==> src/design/pcx_rle_decoder_assert.svh <==
// Assertion macros for the PCX run-length decoder.
`ifndef PCX_RLE_DECODER_ASSERT_SVH
`define PCX_RLE_DECODER_ASSERT_SVH

`ifndef NO_ASSERTIONS
`define PCX_ASSERT(label, clk, rst_n, prop, msg) \
  label: assert property (@(posedge clk) disable iff (!rst_n) prop) else $error(msg);
`define PCX_ASSERT_ALWAYS(label, clk, prop, msg) \
  label: assert property (@(posedge clk) prop) else $error(msg);
`else
`define PCX_ASSERT(label, clk, rst_n, prop, msg)
`define PCX_ASSERT_ALWAYS(label, clk, prop, msg)
`endif

`endif

==> src/design/pcx_pkg.sv <==
// Types, constants and helpers shared by the PCX run-length decoder.
`default_nettype none

package pcx_pkg;

  localparam int HeaderBytesDefault = 128;

  localparam logic [7:0] RunMark = 8'hC0;
  localparam logic [7:0] RunMask = 8'h3F;

  localparam logic [7:0] OFS_XMIN_LO = 8'd4;
  localparam logic [7:0] OFS_XMIN_HI = 8'd5;
  localparam logic [7:0] OFS_YMIN_LO = 8'd6;
  localparam logic [7:0] OFS_YMIN_HI = 8'd7;
  localparam logic [7:0] OFS_XMAX_LO = 8'd8;
  localparam logic [7:0] OFS_XMAX_HI = 8'd9;
  localparam logic [7:0] OFS_YMAX_LO = 8'd10;
  localparam logic [7:0] OFS_YMAX_HI = 8'd11;

  typedef struct packed {
    logic [7:0] in_byte;
  } in_req_t;

  typedef struct packed {
    logic [7:0]  pixel;
    logic [15:0] row;
    logic [15:0] column;
    logic        last_of_run;
    logic        image_done;
  } pixel_t;

  typedef struct packed {
    logic take_header;
    logic set_run;
    logic clear_run;
    logic start_emit;
    logic use_pending;
    logic emit_pixel;
  } ctrl_cmd_t;

  typedef struct packed {
    logic header_done;
    logic finished;
    logic awaiting;
    logic run_mark;
    logic run_zero;
    logic out_free;
    logic emit_last;
    logic emit_done;
  } dp_status_t;

  function automatic logic [16:0] span(input logic [15:0] lo, input logic [15:0] hi);
    logic [16:0] res;
    if (hi < lo) begin
      res = 17'd0;
    end else begin
      res = {1'b0, hi} - {1'b0, lo} + 17'd1;
    end
    return res;
  endfunction

endpackage

`default_nettype wire

==> src/design/pcx_ctrl.sv <==
// Controller of the PCX decoder: byte classification and run emission sequencing.
`default_nettype none

module pcx_ctrl (
  input  wire logic                clk_i,
  input  wire logic                rst_ni,
  input  wire logic                in_valid_i,
  output logic                     in_ready_o,
  input  wire pcx_pkg::dp_status_t status_i,
  output pcx_pkg::ctrl_cmd_t       cmd_o
);
  import pcx_pkg::*;

  localparam logic ST_IDLE = 1'b0;
  localparam logic ST_EMIT = 1'b1;

  logic state_q, state_d;
  logic take;

  assign in_ready_o = state_q == ST_IDLE;
  assign take       = in_valid_i && in_ready_o;

  always_comb begin
    state_d = state_q;
    cmd_o   = '0;
    case (state_q)
      ST_IDLE: begin
        if (take) begin
          if (!status_i.header_done) begin
            cmd_o.take_header = 1'b1;
          end else if (!status_i.finished) begin
            if (status_i.awaiting) begin
              cmd_o.clear_run = 1'b1;
              if (!status_i.run_zero) begin
                cmd_o.start_emit  = 1'b1;
                cmd_o.use_pending = 1'b1;
                state_d           = ST_EMIT;
              end
            end else if (status_i.run_mark) begin
              cmd_o.set_run = 1'b1;
            end else begin
              cmd_o.start_emit = 1'b1;
              state_d          = ST_EMIT;
            end
          end
        end
      end
      ST_EMIT: begin
        if (status_i.out_free) begin
          cmd_o.emit_pixel = 1'b1;
          if (status_i.emit_last) begin
            state_d = ST_IDLE;
          end
        end
      end
      default: state_d = ST_IDLE;
    endcase
  end

  always_ff @(posedge clk_i or negedge rst_ni) begin
    if (!rst_ni) begin
      state_q <= ST_IDLE;
    end else begin
      state_q <= state_d;
    end
  end

endmodule

`default_nettype wire

==> config.mk <==
export PLATFORM = sky130hd
export DESIGN_NAME = pcx_ctrl
export DESIGN_NICKNAME = d
export VERILOG_FILES = /design/src/design/pcx_rle_decoder_assert.svh /design/src/design/pcx_pkg.sv /design/src/design/pcx_ctrl.sv
export SDC_FILE = /design/constraint.sdc
export NUM_CORES = 1
export LEC_CHECK = 0
export BUFFER_PORTS_ARGS = -buffer_cell sky130_fd_sc_hd__clkbuf_2
export CAP_MARGIN = 20
export CORE_AREA = 2 2 39 41
export CTS_CLUSTER_SIZE = 20
export DETAILED_ROUTE_END_ITERATION = 16
export DIE_AREA = 0 0 41 43
export PLACE_DENSITY = 0.37
export REMOVE_ABC_BUFFERS = 1
export SETUP_SLACK_MARGIN = 0.5
export SYNTH_ARGS = -nofsm -noshare
export SYNTH_HDL_FRONTEND = slang
export SYNTH_SLANG_ARGS = --single-unit
==> constraint.sdc <==
create_clock -name clk_i -period 1.6 [get_ports clk_i]
set_clock_uncertainty 0.1 [all_clocks]
set_input_delay 0.24 -clock clk_i [delete_from_list [all_inputs] [get_ports clk_i]]
set_output_delay 0.24 -clock clk_i [all_outputs]
set_load 0.01 [all_outputs]
==> run metrics, run 1 <==
fin util 21.0%; Synth Instances 14; Worst-path clk slew 0 ps; post-DR wirelength/cell 8.71 um; Place WS 191 ps; CP required 1260 ps; area of the multi-input gates 126 um^2; diode count 0; status complete, no violations; EDFF count, synth 0; Max Slew Vio Count 0; Routed WL 427 um; CP bufs+invs 1; Finished Layout Cells 49; Hold Path Class primary input to flip-flop; PD cells 348 nW/um^2; Pre-Repair DR Iteration Count 3; Reg with most FFs state_q; Final Hold Viols 0; global-route wire length before repair 627 um; Worst Tran Pin Value 269 ps; Die ar. 1760 um^2; max reg flops 1; FF+latch area 25.0 um^2; Die W 41 um; Final Net Count 46; gr usage total 4.71%; largest net degree at the start of global routing 6; Worst path top cell family by delay simple AND/OR/NAND/NOR gates; Cell Chain, Critical Path nand4bb_4 > and2b_2 > buf_6; ANT nets after route 0; layout cell share with drive strength beyond 1 75.8%; DP Cell Count 47; top cell type's share of synthesized area 20.6%; Mapped Avg Cell Area 9.56 um^2; Residual DRC 0; io pins 18; Fin Setup TNS 0 ps; Cell Rows 14; DRT iter0 DRCs 5; largest fanout on the critical path 5; GR Overflow Total 0; vias 173; min Tclk post-route 1280 ps; Final WS setup 325 ps; Arr. time, crit path 940 ps; top_reg_cell synth dfrtp_1; most instantiated cells after synthesis and2_1, inv_1; Cell variety after synth 12; Via density 3.53; asr flop ratio synth 100%; Peak VDD IR 0.125 mV; Chip Height 43 um; Synth Cell Area 134 um^2; register area share after synthesis 18.7%; Starting Density 9.67%; RSZ-0062 raised after global routing true; Top Registers state_q: 1 flops; critical path type flip-flop to output port; Slew headroom 82.0%; synthesis warning total 0; slowest stage cell on the critical path dfrtp_1; WL met3 93 um; Worst-Skew Late Latency 0 ps; Layout area overhead 117%; FMAX 784 MHz; GPL Wtd Cong 0.643; Yosys reg bits 1; Final HPWL DP 396 um; CP endpoint kind output port; leakage 0.144 nW; setup violators final 0; initial antenna violation count 0; Top Layer Used met3; Port Buffer Count 16; Worst setup SP type flip-flop; met2 routed WL 124 um; Fill cells 163; vias in the first global route 142; Pwr Total 0.000101 W; area leader, netlist nand4bb_4; Synth area leaders nand4bb_4, dfrtp_1, o32ai_2; met1 WL 209 um; MaxCap Viol Count 0; core area 1380 um^2; CP max stage delay 360 ps; Tcrit/Tclk final 79.7%
-- kinds of logic (layout without fill, tap and decap cells) --
logic type / after synthesis / after routing / share of synthesized area (%)
simple gates: 10 / 10 / 63.6
flops: 1 / 1 / 18.7
compound gates: 1 / 1 / 12.2
buf+inv: 2 / 21 / 5.61
-- worst reg2reg max path, cell delays in order, from the launching register on --
cell	delay (ps)
dfrtp_1	360
nand4bb_4	240
buf_4	170
o32ai_2	240
-- final cells by class --
| type | count | area share (%) |
|---|---|---|
| flip-flops and latches | 1 | 8.62 |
| well taps | 16 | 6.90 |
| inverters | 2 | 2.59 |
| multi-input cells | 11 | 43.5 |
| repair buffers | 19 | 38.4 |
-- where the power goes --
part	switching, W	internal [W]	total [W]
registers	0.00000171	0.0000290	0.0000308
logic	0.0000325	0.0000378	0.0000703
clock network	0	0	0
total	0.0000342	0.0000669	0.000101
-- path summary, 6_finish.rpt --
kind,startpoint,to,slack [ps],depth (start not counted)
max,state_q$_DFF_PN0_,cmd_o[4],320,3
min in group asynchronous,rst_ni,state_q$_DFF_PN0_,470,2
min reg2reg,state_q$_DFF_PN0_,state_q$_DFF_PN0_,560,3
max reg2reg,state_q$_DFF_PN0_,state_q$_DFF_PN0_,400,3
min,status_i[1],state_q$_DFF_PN0_,460,3
max in group asynchronous,rst_ni,state_q$_DFF_PN0_,840,2
-- metal layers --
layer | track usage (%) | vias to the layer above
met5 | 0 | -
met4 | 0 | 0
met3 | 1.05 | 0
met2 | 6.25 | 17
met1 | 7.99 | 68
li1 | - | 88
-- cell usage in the layout, fill, tap and decap left out, types with 2 or more instances in the layout --
| master | count |
|---|---|
| clkbuf_2 | 11 |
| buf_2 | 4 |
| inv_1 | 2 |
| and2_1 | 2 |
| buf_4 | 2 |
-- through the flow --
stage / instance area [um^2] / hold WS, ps
after CTS: 275 / 468
after global routing: 290 / 482
after floorplan: 134 / -156
after detailed placement: 241 / -83.2
final: 290 / 461
after global placement: 241 / -77.6
-- timing repair --
| item | CTS | global route |
|---|---|---|
| endpoints found under the setup margin | 6 | 8 |
| pin swaps | 1 | 1 |
| resized for setup | 3 | 7 |
| hold buffers | 1 | 0 |
| endpoints found under the hold margin | 1 | 0 |
| buffers inserted | 1 | 0 |
(Power assumes the default switching activity.)
==> run 2, diff against run 1 <==
--- a/config.mk
+++ b/config.mk
@@ -11,7 +11,7 @@
 export CTS_CLUSTER_SIZE = 20
 export DETAILED_ROUTE_END_ITERATION = 16
 export DIE_AREA = 0 0 41 43
-export PLACE_DENSITY = 0.37
+export PLACE_DENSITY = 0.38
 export REMOVE_ABC_BUFFERS = 1
 export SETUP_SLACK_MARGIN = 0.5
 export SYNTH_ARGS = -nofsm -noshare
==> constraint.sdc (replaced) <==
create_clock -name clk_i -period 1.16 [get_ports clk_i]
set_clock_uncertainty 0.1 [all_clocks]
set_input_delay 0.174 -clock clk_i [delete_from_list [all_inputs] [get_ports clk_i]]
set_output_delay 0.174 -clock clk_i [all_outputs]
set_load 0.01 [all_outputs]
==> run 2 against run 1 <==
The run now ends with hold timing, setup timing left. Sequential cell count is the same. Critical path depth is the same. Highest routed layer unchanged. Utilization shrank 1.4 points. Setup slack lost 360 ps. Sequential power grew 37%. Largest power group unchanged.
==> run metrics, run 2 (synthesis results as in run 1) <==
setup violators final 3 (+3); max reg flops 1 (unchanged); Chip Height 43 um (unchanged); Placed Area 249 um^2 (+3.1%); Final Net Count 45 (-2.2%); Tcrit/Tclk final 103%; hold slack -148 ps (-609 ps); Slew headroom 81.0% (-1.0 points); most frequent cells in the layout clkbuf_2, buf_2, and2_1, buf_4; Layout area overhead 103%; Cell Rows 14 (unchanged); setup repair bufs after CTS 0 (-1); leakage 0.138 nW (-4.2%); largest net degree at the start of global routing 6 (unchanged); Port Buffer Count 16 (unchanged); Final WS setup -39.3 ps (-364 ps); Pre-Repair DR Iteration Count 1 (-2); vias 170 (-1.7%); Routed WL 427 um (unchanged); Int Power 0.0000895 W (+34%); Via density 3.54 (+0.31%); Residual DRC 0 (unchanged); cell area after layout 272 um^2 (-6.5%); Switching Share 32.9% (-0.97 points); Die W 41 um (unchanged); Arr. time, crit path 930 ps (about the same); ANT nets after route 0 (unchanged); CP endpoint kind output port; PD cells 491 nW/um^2 (+41%); vias in the first global route 150 (+5.6%); Die ar. 1760 um^2 (unchanged); fin util 19.6% (-1.4 points); min Tclk post-route 1200 ps; io pins 18 (unchanged); FMAX 834 MHz; Max Slew Vio Count 0 (unchanged); Worst-Skew Late Latency 0 ps (unchanged); diode count 0 (unchanged); Worst-path clk slew 0 ps (unchanged); GR Overflow Total 0 (unchanged); Worst Tran Pin Value 284 ps (+15.0 ps); proportion of power drawn by combinational gates 68.3% (-1.3 points); layout cell share with drive strength beyond 1 81.3% (+5.5 points); gr usage total 4.61% (-0.10 points); failing checks hold timing, setup timing; clock power share 0% (unchanged); Final HPWL DP 407 um (+2.9%); GPL Wtd Cong 0.624 (-3.0%); Worst setup SP type flip-flop; core area 1380 um^2 (unchanged); Peak VDD IR 0.158 mV (+26%); MaxCap Viol Count 0 (unchanged); status finished with violations; largest fanout on the critical path 5 (unchanged); initial antenna violation count 0 (unchanged); Reg with most FFs state_q; Final Hold Viols 1 (+1); register share of total power 31.7% (+1.3 points); critical path type flip-flop to output port; post-DR wirelength/cell 8.90 um (+2.1%); DRT iter0 DRCs 0 (-5); Top Registers state_q: 1 flops; RSZ-0062 raised after global routing true; CP required 890 ps (-370 ps); most common cell after layout, fill and taps aside clkbuf_2; NetSw 0.0000438 W (+28%); Starting Density 9.67% (unchanged); global-route wire length before repair 593 um (-5.4%); Hold Path Class primary input to asynchronous set/reset pin
==> run 2: per-stage QoR <==
step                      setup slack [ps]  instances  power [W]  hold WS, ps  TNS, ps
final                                -39.3         48   0.000133         -148    -79.1
after global routing                  -101         48   0.000142         -139     -296
after CTS                            -73.6         48   0.000134         -146     -156
after detailed placement              -101         48   0.000128         -146     -345
after global placement                -108         48   0.000128         -145     -329
after floorplan                       -125         14  0.0000824         -222     -211
==> run 2: repair_timing <==
item,CTS,global route
pin swaps,4,0
endpoints found under the setup margin,8,8
gates resized for setup,4,6
endpoints found under the hold margin,1,1
==> run 2: final cells by class <==
cell class / count / area (um^2)
Timing Repair Buffer: 18 / 101
Fill cell: 150 / 1110
Sequential cell: 1 / 25.0
Inverter: 2 / 7.51
Multi-Input combinational cell: 11 / 118
Tap cell: 16 / 20.0
==> run 2: path summary, 6_finish.rpt <==
path                                   startpoint                end  slack (ps)  depth (start not counted)
worst max-delay path            state_q$_DFF_PN0_           cmd_o[4]         -40                          3
worst min-delay path                       rst_ni  state_q$_DFF_PN0_        -150                          1
worst max register to register  state_q$_DFF_PN0_  state_q$_DFF_PN0_         -20                          3
worst min register to register  state_q$_DFF_PN0_  state_q$_DFF_PN0_         540                          3
max in group asynchronous                  rst_ni  state_q$_DFF_PN0_        1020                          1
min in group clk_i                    status_i[1]  state_q$_DFF_PN0_         400                          3
==> run 2: metal layers <==
layer	share of wire (%)	GRT usage, %	wire, um	vias up
met5	0	0	0	-
met4	0	0	0	0
met3	21	2.09	90	0
met2	30	6.25	129	17
met1	48	7.03	207	67
li1	-	-	-	86
==> run 2: power by group through the flow <==
stage	clock network (W)	logic [W]	registers [W]
after floorplan	0	0.0000383	0.0000441
after global placement	0	0.0000853	0.0000424
after detailed placement	0	0.0000851	0.0000424
after CTS	0	0.0000917	0.0000425
after global routing	0	0.0000993	0.0000431
final	0	0.0000910	0.0000423
==> run 2: critical path, stage by stage (launching register included) <==
cell and delay [ps]:
dfrtp_1 350, nand4bb_4 230, and2b_2 250, buf_6 100
==> run 3, diff against run 2 <==
--- a/config.mk
+++ b/config.mk
@@ -5,6 +5,7 @@
 export SDC_FILE = /design/constraint.sdc
 export NUM_CORES = 1
 export LEC_CHECK = 0
+export ABC_AREA = 1
 export BUFFER_PORTS_ARGS = -buffer_cell sky130_fd_sc_hd__clkbuf_2
 export CAP_MARGIN = 20
 export CORE_AREA = 2 2 39 41
==> run 3 against run 2 <==
The flow finishes with violations (hold timing). Largest cell class is now non-clock buffers. Utilization is 1.3 points higher. Register-to-register slack better by 260 ps. Critical path type unchanged. Setup slack better by 79 ps. Fmax is 7.0% higher. Cell count is 31% higher. Combinational power is 19% higher. Worst hold slack worse by 1.7 ps. Wire length is 15% lower. Sequential power hardly changed. Global-route usage is 0.81 points lower. Highest routed layer unchanged. Synthesized cell count is 93% higher.
==> run metrics, run 3 <==
Final WS setup 39.6 ps (+78.9 ps); area leader, netlist inv_1; Synth area leaders inv_1, nand2_1, dfrtp_1; Via density 3.35 (-5.4%); Finished Layout Cells 63 (+31%); Worst setup SP type flip-flop; CP bufs+invs 3 (+2); Die ar. 1760 um^2 (unchanged); Max Slew Vio Count 0 (unchanged); Cell Chain, Critical Path inv_2 > nand2_4 > nor2_4 > inv_2 > nor2_1 > buf_2; Worst Tran Pin Value 136 ps (-148 ps); FMAX 893 MHz (+7.0%); Arr. time, crit path 850 ps (-80 ps); Die W 41 um (unchanged); leakage 0.200 nW (+44%); slowest stage cell on the critical path dfrtp_1; CP required 890 ps (about the same); Reg-to-Reg End state_q$_DFF_PN0_; vias in the first global route 146 (-2.7%); DRT iter0 DRCs 2 (+2); RSZ-0062 raised after global routing true; Reg with most FFs state_q; Crit Reg-Reg Startpoint state_q$_DFF_PN0_; most instantiated cells after synthesis inv_1, nand2_1, nor2_1; register area share after synthesis 18.9% (+0.18 points); Slew headroom 90.9% (+9.8 points); failing checks hold timing; Port Buffer Count 16 (unchanged); Synth Cell Area 133 um^2 (-0.93%); critical path type flip-flop to output port; area of the multi-input gates 82.6 um^2 (-30%); Final Hold Viols 1 (unchanged); asr flop ratio synth 100% (unchanged); min Tclk post-route 1120 ps (-78.9 ps); synthesis warning total 0 (unchanged); largest net degree at the start of global routing 5 (-1); Hold Path Class primary input to asynchronous set/reset pin; most frequent cell after synthesis inv_1; post-DR wirelength/cell 5.75 um (-35%); Tcrit/Tclk final 96.6% (-6.8 points); Worst-path clk slew 0 ps (unchanged); Mapped Avg Cell Area 4.91 um^2 (-49%); Residual DRC 0 (unchanged); DP Cell Count 61 (+27%); global-route wire length before repair 510 um (-14%); top cell type's share of synthesized area 25.5% (+4.9 points); R2R setup slack 240 ps (+260 ps); vias 211 (+24%); status finished with violations; Yosys reg bits 1 (unchanged); Top Registers state_q: 1 flops; Worst path top cell family by delay flip-flops; Cell Rows 14 (unchanged); FF+latch area 25.0 um^2 (unchanged); CP max stage delay 360 ps (about the same); Layout area overhead 118%; layout cell share with drive strength beyond 1 53.2% (-28 points); Synth Instances 27 (+13); top_reg_cell synth dfrtp_1; most frequent cells in the layout clkbuf_2, inv_1, nand2_1, buf_2, nor2_1; ANT nets after route 0 (unchanged); Peak VDD IR 0.233 mV (+48%); Fill cells 157 (+4.7%); Most Frequent Cell on Critical Path inv_2; Pre-Repair DR Iteration Count 2 (+1); gr usage total 3.80% (-0.81 points); Final HPWL DP 318 um (-22%); CP endpoint kind output port; Final Net Count 60 (+33%); Starting Density 9.58% (-0.090 points); Worst-Skew Late Latency 0 ps (unchanged); Chip Height 43 um (unchanged); setup violators final 0 (-3); largest fanout on the critical path 3 (-2); core area 1380 um^2 (unchanged); EDFF count, synth 0 (unchanged); initial antenna violation count 0 (unchanged); GPL Wtd Cong 0.539 (-14%); hold slack -150 ps (-1.69 ps); diode count 0 (unchanged); Reg2Reg Depth 4 (+1); io pins 18 (unchanged); most common cell after layout, fill and taps aside clkbuf_2; MaxCap Viol Count 0 (unchanged); Cell variety after synth 9 (-3); Routed WL 362 um (-15%); GR Overflow Total 0 (unchanged); Place WS -26.5 ps (+74.5 ps); max reg flops 1 (unchanged); PD cells 519 nW/um^2 (+5.7%)
[run 3: cell types whose count changed in the layout (fill, tap and decap cells not counted), moves of 2 or more]
cell      delta
clkbuf_2     -2
nand2_1      +6
nor2_1       +4
buf_6        +2
buf_2        +2
and2_1       -2
inv_1        +7
[run 3: report_power, final]
group	internal, W	switching [W]
registers	0.0000397	0.00000272
logic	0.0000609	0.0000467
clock network	0	0
total	0.000101	0.0000494
[run 3: cells by family after synthesis]
logic type / synth area share [%]
simple gates: 52.8
buf+inv: 28.3
flops: 18.9
[run 3: cell type report]
class	instances	area share [%]
sequential	1	8.66
timing repair buffer	20	42.9
multi-input combinational	16	28.6
tap	16	6.93
inverter	10	13.0
[run 3: metal layers]
| layer | GRT usage [%] | part of all wire, % | vias to the layer above |
|---|---|---|---|
| li1 | - | - | 113 |
| met1 | 5.10 | 39 | 88 |
| met5 | 0 | 0 | - |
| met4 | 0 | 0 | 0 |
| met3 | 0 | 13 | 0 |
| met2 | 6.88 | 48 | 10 |
[run 3: how the worst max path moves through the flow]
stage,depth (start not counted),to,startpoint
final,6,cmd_o[3],state_q$_DFF_PN0_
after global routing,6,cmd_o[3],state_q$_DFF_PN0_
after floorplan,5,cmd_o[3],state_q$_DFF_PN0_
after detailed placement,6,cmd_o[3],state_q$_DFF_PN0_
after CTS,6,cmd_o[3],state_q$_DFF_PN0_
after global placement,6,cmd_o[4],state_q$_DFF_PN0_
[run 3: timing repair]
item / in CTS / in global routing
pin swaps: 2 / 3
resized for setup: 4 / 10
buffers inserted: 2 / 0
cloned: 0 / 0
setup endpoints to repair: 8 / 8
hold endpoints to repair: 1 / 1
[run 3: per-stage QoR]
stage	total power (W)	cell area, um^2	hold WS (ps)	util [%]	TNS (ps)
floorplan	0.0000765	133	-222	-	0
CTS	0.000145	277	-149	20.0	-0.606
global route	0.000162	289	-146	20.9	-21.6
global placement	0.000121	248	-151	17.9	-52.3
finish	0.000150	289	-150	20.9	0
detailed placement	0.000120	248	-149	17.9	-36.0
