===== src/design/pcx_rle_decoder_assert.svh =====
// Assertion macros for the PCX run-length decoder.
`ifndef PCX_RLE_DECODER_ASSERT_SVH
`define PCX_RLE_DECODER_ASSERT_SVH

`ifndef NO_ASSERTIONS
`define PCX_ASSERT(label, clk, rst_n, prop, msg) \
  label: assert property (@(posedge clk) disable iff (!rst_n) prop) else $error(msg);
`define PCX_ASSERT_ALWAYS(label, clk, prop, msg) \
  label: assert property (@(posedge clk) prop) else $error(msg);
`else
`define PCX_ASSERT(label, clk, rst_n, prop, msg)
`define PCX_ASSERT_ALWAYS(label, clk, prop, msg)
`endif

`endif


===== src/design/pcx_pkg.sv =====
// Types, constants and helpers shared by the PCX run-length decoder.
`default_nettype none

package pcx_pkg;

  localparam int HeaderBytesDefault = 128;

  localparam logic [7:0] RunMark = 8'hC0;
  localparam logic [7:0] RunMask = 8'h3F;

  localparam logic [7:0] OFS_XMIN_LO = 8'd4;
  localparam logic [7:0] OFS_XMIN_HI = 8'd5;
  localparam logic [7:0] OFS_YMIN_LO = 8'd6;
  localparam logic [7:0] OFS_YMIN_HI = 8'd7;
  localparam logic [7:0] OFS_XMAX_LO = 8'd8;
  localparam logic [7:0] OFS_XMAX_HI = 8'd9;
  localparam logic [7:0] OFS_YMAX_LO = 8'd10;
  localparam logic [7:0] OFS_YMAX_HI = 8'd11;

  typedef struct packed {
    logic [7:0] in_byte;
  } in_req_t;

  typedef struct packed {
    logic [7:0]  pixel;
    logic [15:0] row;
    logic [15:0] column;
    logic        last_of_run;
    logic        image_done;
  } pixel_t;

  typedef struct packed {
    logic take_header;
    logic set_run;
    logic clear_run;
    logic start_emit;
    logic use_pending;
    logic emit_pixel;
  } ctrl_cmd_t;

  typedef struct packed {
    logic header_done;
    logic finished;
    logic awaiting;
    logic run_mark;
    logic run_zero;
    logic out_free;
    logic emit_last;
    logic emit_done;
  } dp_status_t;

  function automatic logic [16:0] span(input logic [15:0] lo, input logic [15:0] hi);
    logic [16:0] res;
    if (hi < lo) begin
      res = 17'd0;
    end else begin
      res = {1'b0, hi} - {1'b0, lo} + 17'd1;
    end
    return res;
  endfunction

endpackage

`default_nettype wire


===== src/design/pcx_datapath.sv =====
// Datapath of the PCX decoder: header capture, run store, position counters, output register.
`default_nettype none

module pcx_datapath #(
  parameter int HEADER_BYTES = pcx_pkg::HeaderBytesDefault
) (
  input  wire logic               clk_i,
  input  wire logic               rst_ni,
  input  wire pcx_pkg::ctrl_cmd_t cmd_i,
  output pcx_pkg::dp_status_t     status_o,
  input  wire logic [7:0]         in_byte_i,
  input  wire logic               out_ready_i,
  output logic                    out_valid_o,
  output pcx_pkg::pixel_t         out_data_o
);
  import pcx_pkg::*;

  localparam logic [7:0] HdrCount = 8'(HEADER_BYTES);
  localparam logic [7:0] HdrLast  = 8'(HEADER_BYTES - 1);

  logic [7:0]  hdr_idx_q, hdr_idx_d;
  logic [15:0] xmin_q, xmin_d, ymin_q, ymin_d, xmax_q, xmax_d, ymax_q, ymax_d;
  logic [16:0] width_q, width_d, height_q, height_d;
  logic [5:0]  pend_q, pend_d, rem_q, rem_d;
  logic        await_q, await_d, fin_q, fin_d;
  logic [16:0] row_q, row_d;
  logic [15:0] col_q, col_d;
  logic [7:0]  val_q, val_d;
  logic        out_valid_q, out_valid_d;
  pixel_t      out_q, out_d;

  logic [16:0] col_nx, row_nx;
  logic        wrap, done, last;

  assign col_nx = {1'b0, col_q} + 17'd1;
  assign row_nx = row_q + 17'd1;
  assign wrap   = col_nx >= width_q;
  assign done   = wrap && (row_nx >= height_q);
  assign last   = (rem_q == 6'd1) || done;

  always_comb begin
    hdr_idx_d   = hdr_idx_q;
    xmin_d      = xmin_q;
    ymin_d      = ymin_q;
    xmax_d      = xmax_q;
    ymax_d      = ymax_q;
    width_d     = width_q;
    height_d    = height_q;
    pend_d      = pend_q;
    await_d     = await_q;
    fin_d       = fin_q;
    row_d       = row_q;
    col_d       = col_q;
    rem_d       = rem_q;
    val_d       = val_q;
    out_valid_d = out_valid_q && !out_ready_i;
    out_d       = out_q;

    if (cmd_i.take_header) begin
      hdr_idx_d = hdr_idx_q + 8'd1;
      case (hdr_idx_q)
        OFS_XMIN_LO: xmin_d = {8'h00, in_byte_i};
        OFS_XMIN_HI: xmin_d = {in_byte_i, xmin_q[7:0]};
        OFS_YMIN_LO: ymin_d = {8'h00, in_byte_i};
        OFS_YMIN_HI: ymin_d = {in_byte_i, ymin_q[7:0]};
        OFS_XMAX_LO: xmax_d = {8'h00, in_byte_i};
        OFS_XMAX_HI: xmax_d = {in_byte_i, xmax_q[7:0]};
        OFS_YMAX_LO: ymax_d = {8'h00, in_byte_i};
        OFS_YMAX_HI: ymax_d = {in_byte_i, ymax_q[7:0]};
        default: ;
      endcase
      if (hdr_idx_q == HdrLast) begin
        width_d  = span(xmin_d, xmax_d);
        height_d = span(ymin_d, ymax_d);
        if ((width_d == 17'd0) || (height_d == 17'd0)) begin
          fin_d = 1'b1;
        end
      end
    end

    if (cmd_i.set_run) begin
      pend_d  = in_byte_i[5:0] & RunMask[5:0];
      await_d = 1'b1;
    end
    if (cmd_i.clear_run) begin
      pend_d  = 6'd0;
      await_d = 1'b0;
    end

    if (cmd_i.start_emit) begin
      rem_d = cmd_i.use_pending ? pend_q : 6'd1;
      val_d = in_byte_i;
    end

    if (cmd_i.emit_pixel) begin
      out_valid_d       = 1'b1;
      out_d.pixel       = val_q;
      out_d.row         = row_q[15:0];
      out_d.column      = col_q;
      out_d.last_of_run = last;
      out_d.image_done  = done;
      rem_d             = rem_q - 6'd1;
      if (wrap) begin
        col_d = 16'd0;
        row_d = row_nx;
        if (done) begin
          fin_d = 1'b1;
        end
      end else begin
        col_d = col_nx[15:0];
      end
    end
  end

  always_ff @(posedge clk_i or negedge rst_ni) begin
    if (!rst_ni) begin
      hdr_idx_q   <= 8'd0;
      xmin_q      <= 16'd0;
      ymin_q      <= 16'd0;
      xmax_q      <= 16'd0;
      ymax_q      <= 16'd0;
      width_q     <= 17'd0;
      height_q    <= 17'd0;
      pend_q      <= 6'd0;
      await_q     <= 1'b0;
      fin_q       <= 1'b0;
      row_q       <= 17'd0;
      col_q       <= 16'd0;
      rem_q       <= 6'd0;
      out_valid_q <= 1'b0;
    end else begin
      hdr_idx_q   <= hdr_idx_d;
      xmin_q      <= xmin_d;
      ymin_q      <= ymin_d;
      xmax_q      <= xmax_d;
      ymax_q      <= ymax_d;
      width_q     <= width_d;
      height_q    <= height_d;
      pend_q      <= pend_d;
      await_q     <= await_d;
      fin_q       <= fin_d;
      row_q       <= row_d;
      col_q       <= col_d;
      rem_q       <= rem_d;
      out_valid_q <= out_valid_d;
    end
  end

  always_ff @(posedge clk_i) begin
    val_q <= val_d;
    out_q <= out_d;
  end

  assign status_o.header_done = hdr_idx_q == HdrCount;
  assign status_o.finished    = fin_q;
  assign status_o.awaiting    = await_q;
  assign status_o.run_mark    = in_byte_i >= RunMark;
  assign status_o.run_zero    = pend_q == 6'd0;
  assign status_o.out_free    = !out_valid_q || out_ready_i;
  assign status_o.emit_last   = last;
  assign status_o.emit_done   = done;

  assign out_valid_o = out_valid_q;
  assign out_data_o  = out_q;

endmodule

`default_nettype wire


===== config.mk =====
export PLATFORM = sky130hd
export DESIGN_NAME = pcx_datapath
export DESIGN_NICKNAME = d
export VERILOG_FILES = /design/src/design/pcx_rle_decoder_assert.svh /design/src/design/pcx_pkg.sv /design/src/design/pcx_datapath.sv
export SDC_FILE = /design/constraint.sdc
export NUM_CORES = 1
export LEC_CHECK = 0
export BUFFER_PORTS_ARGS = -buffer_cell sky130_fd_sc_hd__buf_2
export CAP_MARGIN = 20
export CORE_MARGIN = 3
export CORE_UTILIZATION = 55
export CTS_CLUSTER_SIZE = 8
export DETAILED_ROUTE_END_ITERATION = 6
export PLACE_DENSITY = 0.73
export SYNTH_ARGS = -nofsm -noshare
export SYNTH_HDL_FRONTEND = slang
export SYNTH_SLANG_ARGS = --single-unit
export TNS_END_PERCENT = 20

===== constraint.sdc =====
create_clock -name clk_i -period 7.8 [get_ports clk_i]
set_input_delay 0.78 -clock clk_i [delete_from_list [all_inputs] [get_ports clk_i]]
set_output_delay 0.78 -clock clk_i [all_outputs]
set_load 0.01 [all_outputs]

==> results of run 1 <==
-- path summary, 6_finish.rpt --
check	slack, ns	startpoint	to
min in group clk_i	0.41	val_q[3]	out_data_o[37]
min reg2reg	0.41	val_q[3]	out_data_o[37]
max reg2reg	2.68	hdr_idx_q[5]	fin_q
min	0.28	rst_ni	out_valid_o
max in group asynchronous	6.12	rst_ni	hdr_idx_q[6]
max	2.61	row_q[2]	status_o[1]
-- Yosys cell counts, drive strengths merged, types with 3 or more instances --
cell and n:
o21bai 5, and4 8, nand3 23, a21oi 78, a22o 32, o2111ai 3, a31oi 9, nand3b 8
clkbuf 45, mux2 24, ha 108, o21ai 34, a211oi 5, nor3 19, o211ai 4, a22oi 42
or4b 3, o21a 9, o22ai 14, nand2b 13, nor2 89, and3 23, edfxtp 50, xor2 28
nor2b 23, nand2 71, nor4 6, or3 4, fa 16, o2bb2ai 8, nor4b 5, dfrtp 154
a221oi 3, and2 15, mux2i 7, buf 16, a311oi 5, nand4 14, inv 73, a21o 12
o31ai 8, xnor2 45
-- where the power goes --
group	internal, mW	leakage [nW]	switching [mW]	total, mW
Clock	0.684	0.386	0.424	1.11
Sequential	1.30	2.36	0.132	1.43
Combinational	1.02	3.62	1.46	2.48
-- worst reg2reg max path: stages, from the launching register on --
cell	delay [ns]
dfrtp_1	0.43
or3_1	0.43
nor4b_2	0.39
and2_1	0.42
nand2b_1	0.26
a22oi_1	0.32
inv_1	0.08
ha_1	0.29
inv_1	0.05
ha_1	0.21
fa_1	0.38
nor2b_1	0.18
o21ai_0	0.30
a21oi_1	0.18
and4_1	0.24
a2111oi_0	0.49
nor3_1	0.10
nand4_1	0.15
nand3_1	0.08
-- registers in the layout, indices dropped and copies added, names as in the netlist, 17 cells and up --
signal	count
out_data_o	42
width_q	17
row_q	17
height_q	17
-- cells by family after synthesis --
logic type	count (synthesis)	share of synthesized area
xor gates and xnor gates	73	0.05223
adders and majority gates	124	0.1366
AOI/OAI and AO/OA	293	0.1626
muxes	31	0.02780
and+or+nand+nor	331	0.1397
buffers and inverters	134	0.04354
DFF	204	0.4375
-- metal layers --
| layer | global-route usage | vias to the layer above | wire (um) |
|---|---|---|---|
| met4 | 0.04877 | 0 | 461 |
| met2 | 0.3233 | 215 | 11580 |
| met5 | 0 | - | 0 |
| met1 | 0.3335 | 4282 | 12800 |
| met3 | 0.03366 | 35 | 1315 |
| li1 | - | 4402 | - |
-- metrics by stage --
step                total power [mW]  cells
floorplan                      3.311   1190
global placement               3.815   1476
detailed placement             3.874   1476
CTS                            5.018   1521
global route                   5.434   1522
finish                         5.014   1522
-- area by class of cell --
cell class / count / area (sq um) / area share
repair buffers: 73 / 411.6 / 0.03039
flip-flops and latches: 204 / 5355 / 0.3953
multi-input cells: 852 / 6361 / 0.4696
clock buffers: 44 / 792.0 / 0.05847
clock inverters: 1 / 8.758 / 0.0006465
inverters: 73 / 274.0 / 0.02023
well taps: 275 / 344.1 / 0.02540
-- layout by cell type, fill, tap and decap left out, types with 12 or more instances in the layout --
cell type,Yosys,final
a21o_1,12,12
a21oi_1,78,78
a22o_1,32,32
a22oi_1,42,42
and2_1,14,14
and3_1,23,23
buf_2,9,64
clkbuf_1,45,14
clkbuf_16,0,29
dfrtp_1,154,154
edfxtp_1,50,50
fa_1,16,16
ha_1,108,108
inv_1,73,73
mux2_2,24,24
nand2_1,71,71
nand2b_1,13,13
nand3_1,23,23
nand4_1,14,14
nor2_1,89,89
nor2b_1,23,23
nor3_1,19,19
o21ai_0,33,33
o22ai_1,14,14
xnor2_1,45,45
xor2_1,28,28
==> impl_metrics.env, run 1 <==
export IMPL_status="finished, final reports clean"
export IMPL_drv_cap=0
export IMPL_synthArstFlopShare=0.7549
export IMPL_p_per_area_nw_per_um2=370.2
export IMPL_cp_end_kind="primary output"
export IMPL_core_area_sq_um=21420
export IMPL_syn2layout_area_growth_pct=10.67
export IMPL_grt_pass1_vias=8600
export IMPL_p_leak_nw=6.360
export IMPL_fin_crit_sh=0.6648
export IMPL_postCtsHoldBufs=0
export IMPL_cts_buffers_inserted=29
export IMPL_grt_max_degree=113
export IMPL_setup_violations_final=0
export IMPL_cts_htree_levels=1
export IMPL_fp_dieW_um=155.2
export IMPL_seq_area_frac_synth=0.4375
export IMPL_post_cts_buffers=0
export IMPL_rsz0062_at_grt="no"
export IMPL_fill_cells=1692
export IMPL_place_area_sq_um=12720
export IMPL_ys_types=69
export IMPL_crit_top_cell="and3_1"
export IMPL_clockBufferDepth=3
export IMPL_setup_tns_ns=0
export IMPL_slew_viol_final=0
export IMPL_first_pass_iters=5
export IMPL_hpwl_um=18740
export IMPL_drive_above_1_share=0.1123
export IMPL_clock_sinks=204
export IMPL_drt_total_wl_um=26160
export IMPL_path_depth=15
export IMPL_min_period_ns=5.185
export IMPL_maxSlewHeadroom=0.3599
export IMPL_tightest_slew_ns=0.9602
export IMPL_ys_top_cells_by_area="dfrtp_1 (31%), edfxtp_1 (12%), ha_1 (11%)"
export IMPL_cts_tree="yes"
export IMPL_ant_nets=0
export IMPL_critPathMaxFanout=6
export IMPL_yosys_warnings=0
export IMPL_ir_drop_mv=0.2027
export IMPL_post_cts_resized=0
export IMPL_n_antenna_cell=0
export IMPL_arrival_ns=4.41
export IMPL_ios=68
export IMPL_grt_first_pass_wirelength_um=43610
export IMPL_gp_congestion=0.8977
export IMPL_r2r_cells=18
export IMPL_synth_top_cell_area_share=0.3148
export IMPL_fmax_mhz=192.8
export IMPL_slowest_stage="or4_1"
export IMPL_finalNetCount=1374
export IMPL_worstSetupPathType="flip-flop to primary output"
export IMPL_via_count=8934
export IMPL_detail_route_wl_per_cell_um=17.19
export IMPL_start_kind="flip-flop"
export IMPL_grt_remaining_overflow=0
export IMPL_drcViolationCount=0
export IMPL_crit_required_ns=7.02
export IMPL_dieArea_sq_um=24080
export IMPL_synth_cells=1190
export IMPL_slowest_delay_ns=0.52
export IMPL_synth_edf_count=50
export IMPL_antenna_found_initial=0
export IMPL_fp_dieH_um=155.2
export IMPL_finalClockSkew_ns=0.01532
export IMPL_setup_slack_ns=2.615
export IMPL_grt_use_total=0.2159
export IMPL_initial_utilization=0.5715
export IMPL_whs_ns=0.2791
export IMPL_drt_iter0_markers=604
export IMPL_synth_main_ff_cell="dfrtp_1"
export IMPL_portBuffers=67
export IMPL_synth_nets=1331
export IMPL_crit_buf_inv=1
export IMPL_final_util=0.6325
export IMPL_cts_reportedPaths_clkPinSlew_ns=0.05
export IMPL_ys_ff_latch=204
export IMPL_hold_violations=0
export IMPL_syn_avg_cell_area_sq_um=10.29
export IMPL_cts_root_buf="clkbuf_16"
export IMPL_via_per_inst=5.870
export IMPL_clk_latency_ns=0.53
export IMPL_post_place_ws_ns=2.774
export IMPL_yosys_area_top_type="dfrtp_1"
export IMPL_syn_area_sq_um=12240
export IMPL_cp_top_family="simple AND/OR/NAND/NOR gates"
export IMPL_rows=53
export IMPL_cp_cell_sequence="and3_1 -> and3_1 -> and3_1 -> and3_1 -> and2_1 -> nand2_1 -> xnor2_1 -> ha_1 -> or4_1 -> o311ai_0 -> o211ai_1 -> a21oi_1 -> a21oi_1 -> a31o_2 -> buf_2"
export IMPL_design_area_sq_um=13550
export IMPL_hp_class="input port to async pin"
Note: power is estimated with default switching activity, not from simulation.
==> run 2: changes to the inputs <==
--- a/config.mk
+++ b/config.mk
@@ -5,13 +5,14 @@
 export SDC_FILE = /design/constraint.sdc
 export NUM_CORES = 1
 export LEC_CHECK = 0
+export ABC_AREA = 1
 export BUFFER_PORTS_ARGS = -buffer_cell sky130_fd_sc_hd__buf_2
 export CAP_MARGIN = 20
 export CORE_MARGIN = 3
 export CORE_UTILIZATION = 55
 export CTS_CLUSTER_SIZE = 8
 export DETAILED_ROUTE_END_ITERATION = 6
-export PLACE_DENSITY = 0.73
+export PLACE_DENSITY = 0.76
 export SYNTH_ARGS = -nofsm -noshare
 export SYNTH_HDL_FRONTEND = slang
 export SYNTH_SLANG_ARGS = --single-unit
==> constraint.sdc (replaced) <==
create_clock -name clk_i -period 4.7 [get_ports clk_i]
set_input_delay 0.47 -clock clk_i [delete_from_list [all_inputs] [get_ports clk_i]]
set_output_delay 0.47 -clock clk_i [all_outputs]
set_load 0.01 [all_outputs]
==> run 2 against run 1 <==
Largest cell class unchanged. Clock skew decreased by 0.0070 ns. Wire length increased by 8.7%. The run now ends with hold timing left. Critical path depth increased by 4. Global-route usage increased by 0.88 points.
==> impl_metrics.env, run 2 <==
export IMPL_whs_ns=-0.02554
export IMPL_cp_cell_sequence="ha_1 -> nand2_1 -> nor2_2 -> nand3_2 -> nor2_1 -> nand3_1 -> nor2_1 -> nand2_1 -> nor3_2 -> xor2_1 -> ha_1 -> nand2_1 -> nor3_2 -> nor3b_2 -> nand4_1 -> nand4_1 -> nand2_1 -> o21ai_0 -> buf_2"
export IMPL_core_area_sq_um=22850
export IMPL_synth_top_family_by_area="simple AND/OR/NAND/NOR gates"
export IMPL_antenna_found_initial=0
export IMPL_drt_total_wl_um=28450
export IMPL_cts_root_buf="clkbuf_16"
export IMPL_maxSlewHeadroom=0.4615
export IMPL_fp_dieH_um=159.0
export IMPL_synth_cells=1611
export IMPL_synth_main_ff_cell="dfrtp_1"
export IMPL_slowest_delay_ns=0.41
export IMPL_post_place_ws_ns=0.6023
export IMPL_initial_utilization=0.5636
export IMPL_slew_viol_final=0
export IMPL_setup_violations_final=0
export IMPL_syn_avg_cell_area_sq_um=7.993
export IMPL_synth_common_cells="nand2_1 (403), inv_1 (302), dfrtp_1 (154)"
export IMPL_synth_nets=1752
export IMPL_grt_first_pass_wirelength_um=48510
export IMPL_status="finished with violations"
export IMPL_synth_mux_area_frac=0
export IMPL_detail_route_wl_per_cell_um=14.15
export IMPL_failed_checks="hold timing"
export IMPL_largest_reg_flops=42
export IMPL_synth_compound_area_share=0.1195
export IMPL_cts_htree_levels=1
export IMPL_grt_remaining_overflow=0
export IMPL_grt_busiest_layer="met2"
export IMPL_ys_top_cells_by_area="dfrtp_1 (30%), nand2_1 (12%), edfxtp_1 (12%)"
export IMPL_min_period_ns=4.305
export IMPL_crit_top_cell="nand2_1"
export IMPL_setup_tns_ns=0
export IMPL_drcViolationCount=0
export IMPL_drv_cap=0
export IMPL_final_util=0.6323
export IMPL_ys_types=44
export IMPL_cp_top_family="simple AND/OR/NAND/NOR gates"
export IMPL_ys_ff_latch=204
export IMPL_via_count=10584
export IMPL_start_kind="flip-flop"
export IMPL_ant_nets=0
export IMPL_fmax_mhz=232.3
export IMPL_cts_tree="yes"
export IMPL_clock_sinks=204
export IMPL_seq_area_frac_synth=0.4159
export IMPL_crit_buf_inv=1
export IMPL_arrival_ns=3.84
export IMPL_clockBufferDepth=3
export IMPL_crit_required_ns=4.23
export IMPL_yosys_warnings=0
export IMPL_fp_dieW_um=159.0
export IMPL_grtUsageMet1=0.3259
export IMPL_portBuffers=67
export IMPL_cp_end_kind="primary output"
export IMPL_n_antenna_cell=0
export IMPL_most_common_layout_cells="nand2_1 (403), inv_1 (302), dfrtp_1 (153), ha_1 (108), o21ai_0 (106)"
export IMPL_gp_congestion=0.9022
export IMPL_tightest_slew_ns=0.8069
export IMPL_synth_edf_count=50
export IMPL_drt_iter0_markers=735
export IMPL_hpwl_um=21030
export IMPL_critPathMaxFanout=4
export IMPL_dieArea_sq_um=25290
export IMPL_synth_top_cell_area_share=0.2993
export IMPL_cts_reportedPaths_clkPinSlew_ns=0.05
export IMPL_layout_commonest_cell="nand2_1"
export IMPL_finalNetCount=1824
export IMPL_ios=68
export IMPL_grt_use_total=0.2247
export IMPL_met2_usage=0.3536
export IMPL_drive_above_1_share=0.08662
export IMPL_hold_violations=15
export IMPL_synth_xor_area_frac=0.02585
export IMPL_fin_crit_sh=0.9160
export IMPL_via_per_inst=5.266
export IMPL_synthMostInstantiatedCell="nand2_1"
export IMPL_synthAdderAreaFrac=0.1298
export IMPL_hp_class="input port to async pin"
export IMPL_use_met3=0.03356
export IMPL_slowest_stage="dfrtp_1"
export IMPL_post_cts_buffers=0
export IMPL_setup_slack_ns=0.3947
export IMPL_first_pass_iters=5
export IMPL_finalClockSkew_ns=0.008352
export IMPL_syn2layout_area_growth_pct=12.17
export IMPL_synthArstFlopShare=0.7549
export IMPL_grt_pass1_vias=10198
export IMPL_grt_max_degree=135
export IMPL_syn_area_sq_um=12880
export IMPL_clk_latency_ns=0.53
export IMPL_rows=55
export IMPL_worstSetupPathType="flip-flop to primary output"
export IMPL_yosys_area_top_type="dfrtp_1"
export IMPL_yosys_area_share_simple=0.2047
export IMPL_cts_buffers_inserted=30
==> run 2: path summary, 6_finish.rpt <==
kind | start | endpoint | slack [ns] | cells after the start
max | row_q[1] | status_o[1] | 0.39 | 19
min | rst_ni | xmin_q[1] | -0.03 | 1
max reg2reg | hdr_idx_q[4] | fin_q | 0.63 | 21
min reg2reg | val_q[4] | out_data_o[38] | 0.42 | 0
max in group asynchronous | rst_ni | row_q[0] | 3.57 | 2
min in group clk_i | in_byte_i[1] | val_q[1] | 0.15 | 1
==> run 2: area by class of cell <==
cell class / instances / area (sq um)
Clock buffer: 43 / 820.8
Clock inverter: 3 / 65.06
Fill cell: 1927 / 8402
Inverter: 317 / 1192
Multi-Input combinational cell: 1055 / 6195
Sequential cell: 204 / 5356
Tap cell: 313 / 391.6
Timing Repair Buffer: 75 / 424.2
==> run 2: timing repair <==
item / CTS / global route
hold buffers: 0 / 0
gates resized for setup: 0 / 3
setup endpoints to repair: 0 / 2
==> run 2: kinds of logic after synthesis <==
family | count (synthesis)
xor+xnor | 38
flops | 204
compound gates | 277
simple gates | 616
buf+inv | 352
fa+ha+maj | 124
==> run 2: per-layer routing <==
layer | up-vias | routed length (um) | part of all wire
met5 | - | 0 | 0
met4 | 0 | 675 | 0.024
met3 | 64 | 1673 | 0.059
met2 | 341 | 12600 | 0.44
met1 | 4823 | 13500 | 0.47
li1 | 5356 | - | -
==> run 2: stage by stage <==
step                cells  area [sq um]
global route         2010         14450
global placement     1963         13520
floorplan            1611         12880
finish               2010         14450
CTS                  2009         14410
detailed placement   1963         13520
Power of run 2 is not shown: default switching activity piles up to over one toggle a cycle in this logic, so the estimate is an artifact.
==> run 3: changes to the inputs <==
--- a/config.mk
+++ b/config.mk
@@ -9,10 +9,10 @@
 export BUFFER_PORTS_ARGS = -buffer_cell sky130_fd_sc_hd__buf_2
 export CAP_MARGIN = 20
 export CORE_MARGIN = 3
-export CORE_UTILIZATION = 55
+export CORE_UTILIZATION = 50
 export CTS_CLUSTER_SIZE = 8
 export DETAILED_ROUTE_END_ITERATION = 6
-export PLACE_DENSITY = 0.76
+export PLACE_DENSITY = 0.7
 export SYNTH_ARGS = -nofsm -noshare
 export SYNTH_HDL_FRONTEND = slang
 export SYNTH_SLANG_ARGS = --single-unit
==> run 3 against run 2 <==
The flow still finishes with violations (hold timing). Largest cell class unchanged. Clock skew rose by 0.0086 ns. Die area grew 9.6%. Core utilization decreased by 6.4 points. Non-clock buffer count down 2. First-iteration DRC count fell by 6.4%. Critical path depth is the same. Global-route usage down 1.2 points. Wire length increased by 2.6%. Critical path type unchanged.
==> impl_metrics.env, run 3 (synthesized netlist as in run 2, its figures left out) <==
export IMPL_setup_tns_ns=0
export IMPL_r2r_cells=21
export IMPL_cts_reportedPaths_clkPinSlew_ns=0.05
export IMPL_ant_nets=0
export IMPL_grt_use_total=0.2128
export IMPL_portBuffers=67
export IMPL_start_kind="flip-flop"
export IMPL_via_per_inst=5.141
export IMPL_grt_remaining_overflow=0
export IMPL_fp_dieW_um=166.5
export IMPL_n_antenna_cell=0
export IMPL_clk_latency_ns=0.54
export IMPL_grt_max_degree=84
export IMPL_finalNetCount=1821
export IMPL_top_layer="met4"
export IMPL_first_pass_iters=5
export IMPL_post_cts_buffers=0
export IMPL_core_area_sq_um=25250
export IMPL_via_count=10410
export IMPL_min_period_ns=4.271
export IMPL_clockBufferDepth=3
export IMPL_routed_wl_met2_um=12980
export IMPL_detail_route_wl_per_cell_um=14.41
export IMPL_drcViolationCount=0
export IMPL_drv_cap=0
export IMPL_slew_viol_final=0
export IMPL_postCtsHoldBufs=0
export IMPL_syn2layout_area_growth_pct=11.40
export IMPL_antenna_found_initial=0
export IMPL_gp_congestion=0.8917
export IMPL_setup_violations_final=0
export IMPL_initial_utilization=0.5099
export IMPL_failed_checks="hold timing"
export IMPL_hp_class="input port to async pin"
export IMPL_wl_met1_um=13830
export IMPL_drt_total_wl_um=29180
export IMPL_post_place_ws_ns=0.5929
export IMPL_fmax_mhz=234.1
export IMPL_fin_crit_sh=0.9087
export IMPL_cts_buffers_inserted=29
export IMPL_arrival_ns=3.80
export IMPL_cts_root_buf="clkbuf_16"
export IMPL_r2r_slack_ns=0.56
export IMPL_dieArea_sq_um=27720
export IMPL_maxSlewHeadroom=0.4847
export IMPL_grt_pass1_vias=10209
export IMPL_largest_reg_flops=42
export IMPL_drive_above_1_share=0.08319
export IMPL_cts_htree_levels=1
export IMPL_drt_iter0_markers=688
export IMPL_hold_violations=4
export IMPL_cp_end_kind="primary output"
export IMPL_cts_tree="yes"
export IMPL_most_common_layout_cells="nand2_1 (403), inv_1 (302), dfrtp_1 (153), ha_1 (108), o21ai_0 (106)"
export IMPL_clock_sinks=204
export IMPL_reg2reg_to="fin_q"
export IMPL_rows=58
export IMPL_rsz0062_at_grt="no"
export IMPL_finalClockSkew_ns=0.01693
export IMPL_fp_dieH_um=166.5
export IMPL_status="finished with violations"
export IMPL_critPathMaxFanout=5
export IMPL_ios=68
export IMPL_crit_required_ns=4.23
export IMPL_r2r_start="hdr_idx_q[4]"
export IMPL_wl_met3_um=1607
export IMPL_tightest_slew_ns=0.7730
export IMPL_hpwl_um=21910
export IMPL_setup_slack_ns=0.4289
export IMPL_layout_commonest_cell="nand2_1"
export IMPL_worstSetupPathType="flip-flop to primary output"
export IMPL_whs_ns=-0.01866
export IMPL_grt_first_pass_wirelength_um=49920
==> run 3: changes by cell type in the layout (fill, tap and decap cells not counted), sizes merged <==
| cell | delta |
|---|---|
| buf | -2 |
| bufinv | -2 |
| clkbuf | +2 |
| clkinv | -1 |
| inv | +1 |
==> run 3: worst max path at each step <==
stage	startpoint	to	depth (start not counted)
2_1_floorplan	hdr_idx_q[4]	fin_q	21
3_3_place_gp	hdr_idx_q[3]	fin_q	22
3_5_place_dp	hdr_idx_q[4]	fin_q	21
4_1_cts	row_q[0]	status_o[1]	19
5_1_grt	row_q[0]	status_o[1]	19
6_report	row_q[0]	status_o[1]	19
==> run 3: metal layers <==
metal  vias to the layer above  global-route usage
met1                      4759              0.3032
met2                       260              0.3386
met3                        48             0.03371
li1                       5343                   -
met5                         -                   0
met4                         0             0.06349
==> run 3: through the flow <==
stage,hold WS (ns),utilization,area [sq um],cells
2_1_floorplan,0.1744,-,12880,1611
3_3_place_gp,0.4035,0.5359,13530,1979
3_5_place_dp,0.4107,0.5359,13530,1979
4_1_cts,0.01023,0.5678,14340,2025
5_1_grt,0.02722,0.5680,14350,2025
6_report,-0.01866,0.5680,14350,2025
==> run 3: area by class of cell <==
cell class              count  area, sq um
fillers                  2309        10910
multi-input cells        1055         6190
flip-flops and latches    204         5356
inverters                 317         1192
clock buffers              45        795.8
well taps                 330        412.9
repair buffers             73        389.1
clock inverters             1        8.758
==> run 3: worst max-delay path, stage by stage, from the launching register on <==
cell and delay, ns:
dfrtp_2 0.42, ha_1 0.20, nand2_1 0.08, nor2_2 0.14
nand3_2 0.10, nor2_1 0.14, nand3_1 0.14, nor2_1 0.13
nand2_1 0.11, nor2_1 0.14, xor2_1 0.25, ha_1 0.20
inv_1 0.05, nor3_1 0.21, nor3b_2 0.23, nand4_1 0.10
nand4_1 0.15, nand2_1 0.11, o21ai_0 0.16, buf_2 0.20
==> run 3: timing repair <==
action,in CTS,in global routing
endpoints found under the hold margin,0,0
resized for setup,0,2
endpoints found under the setup margin,0,2
Power of run 3 is left out for the same reason.
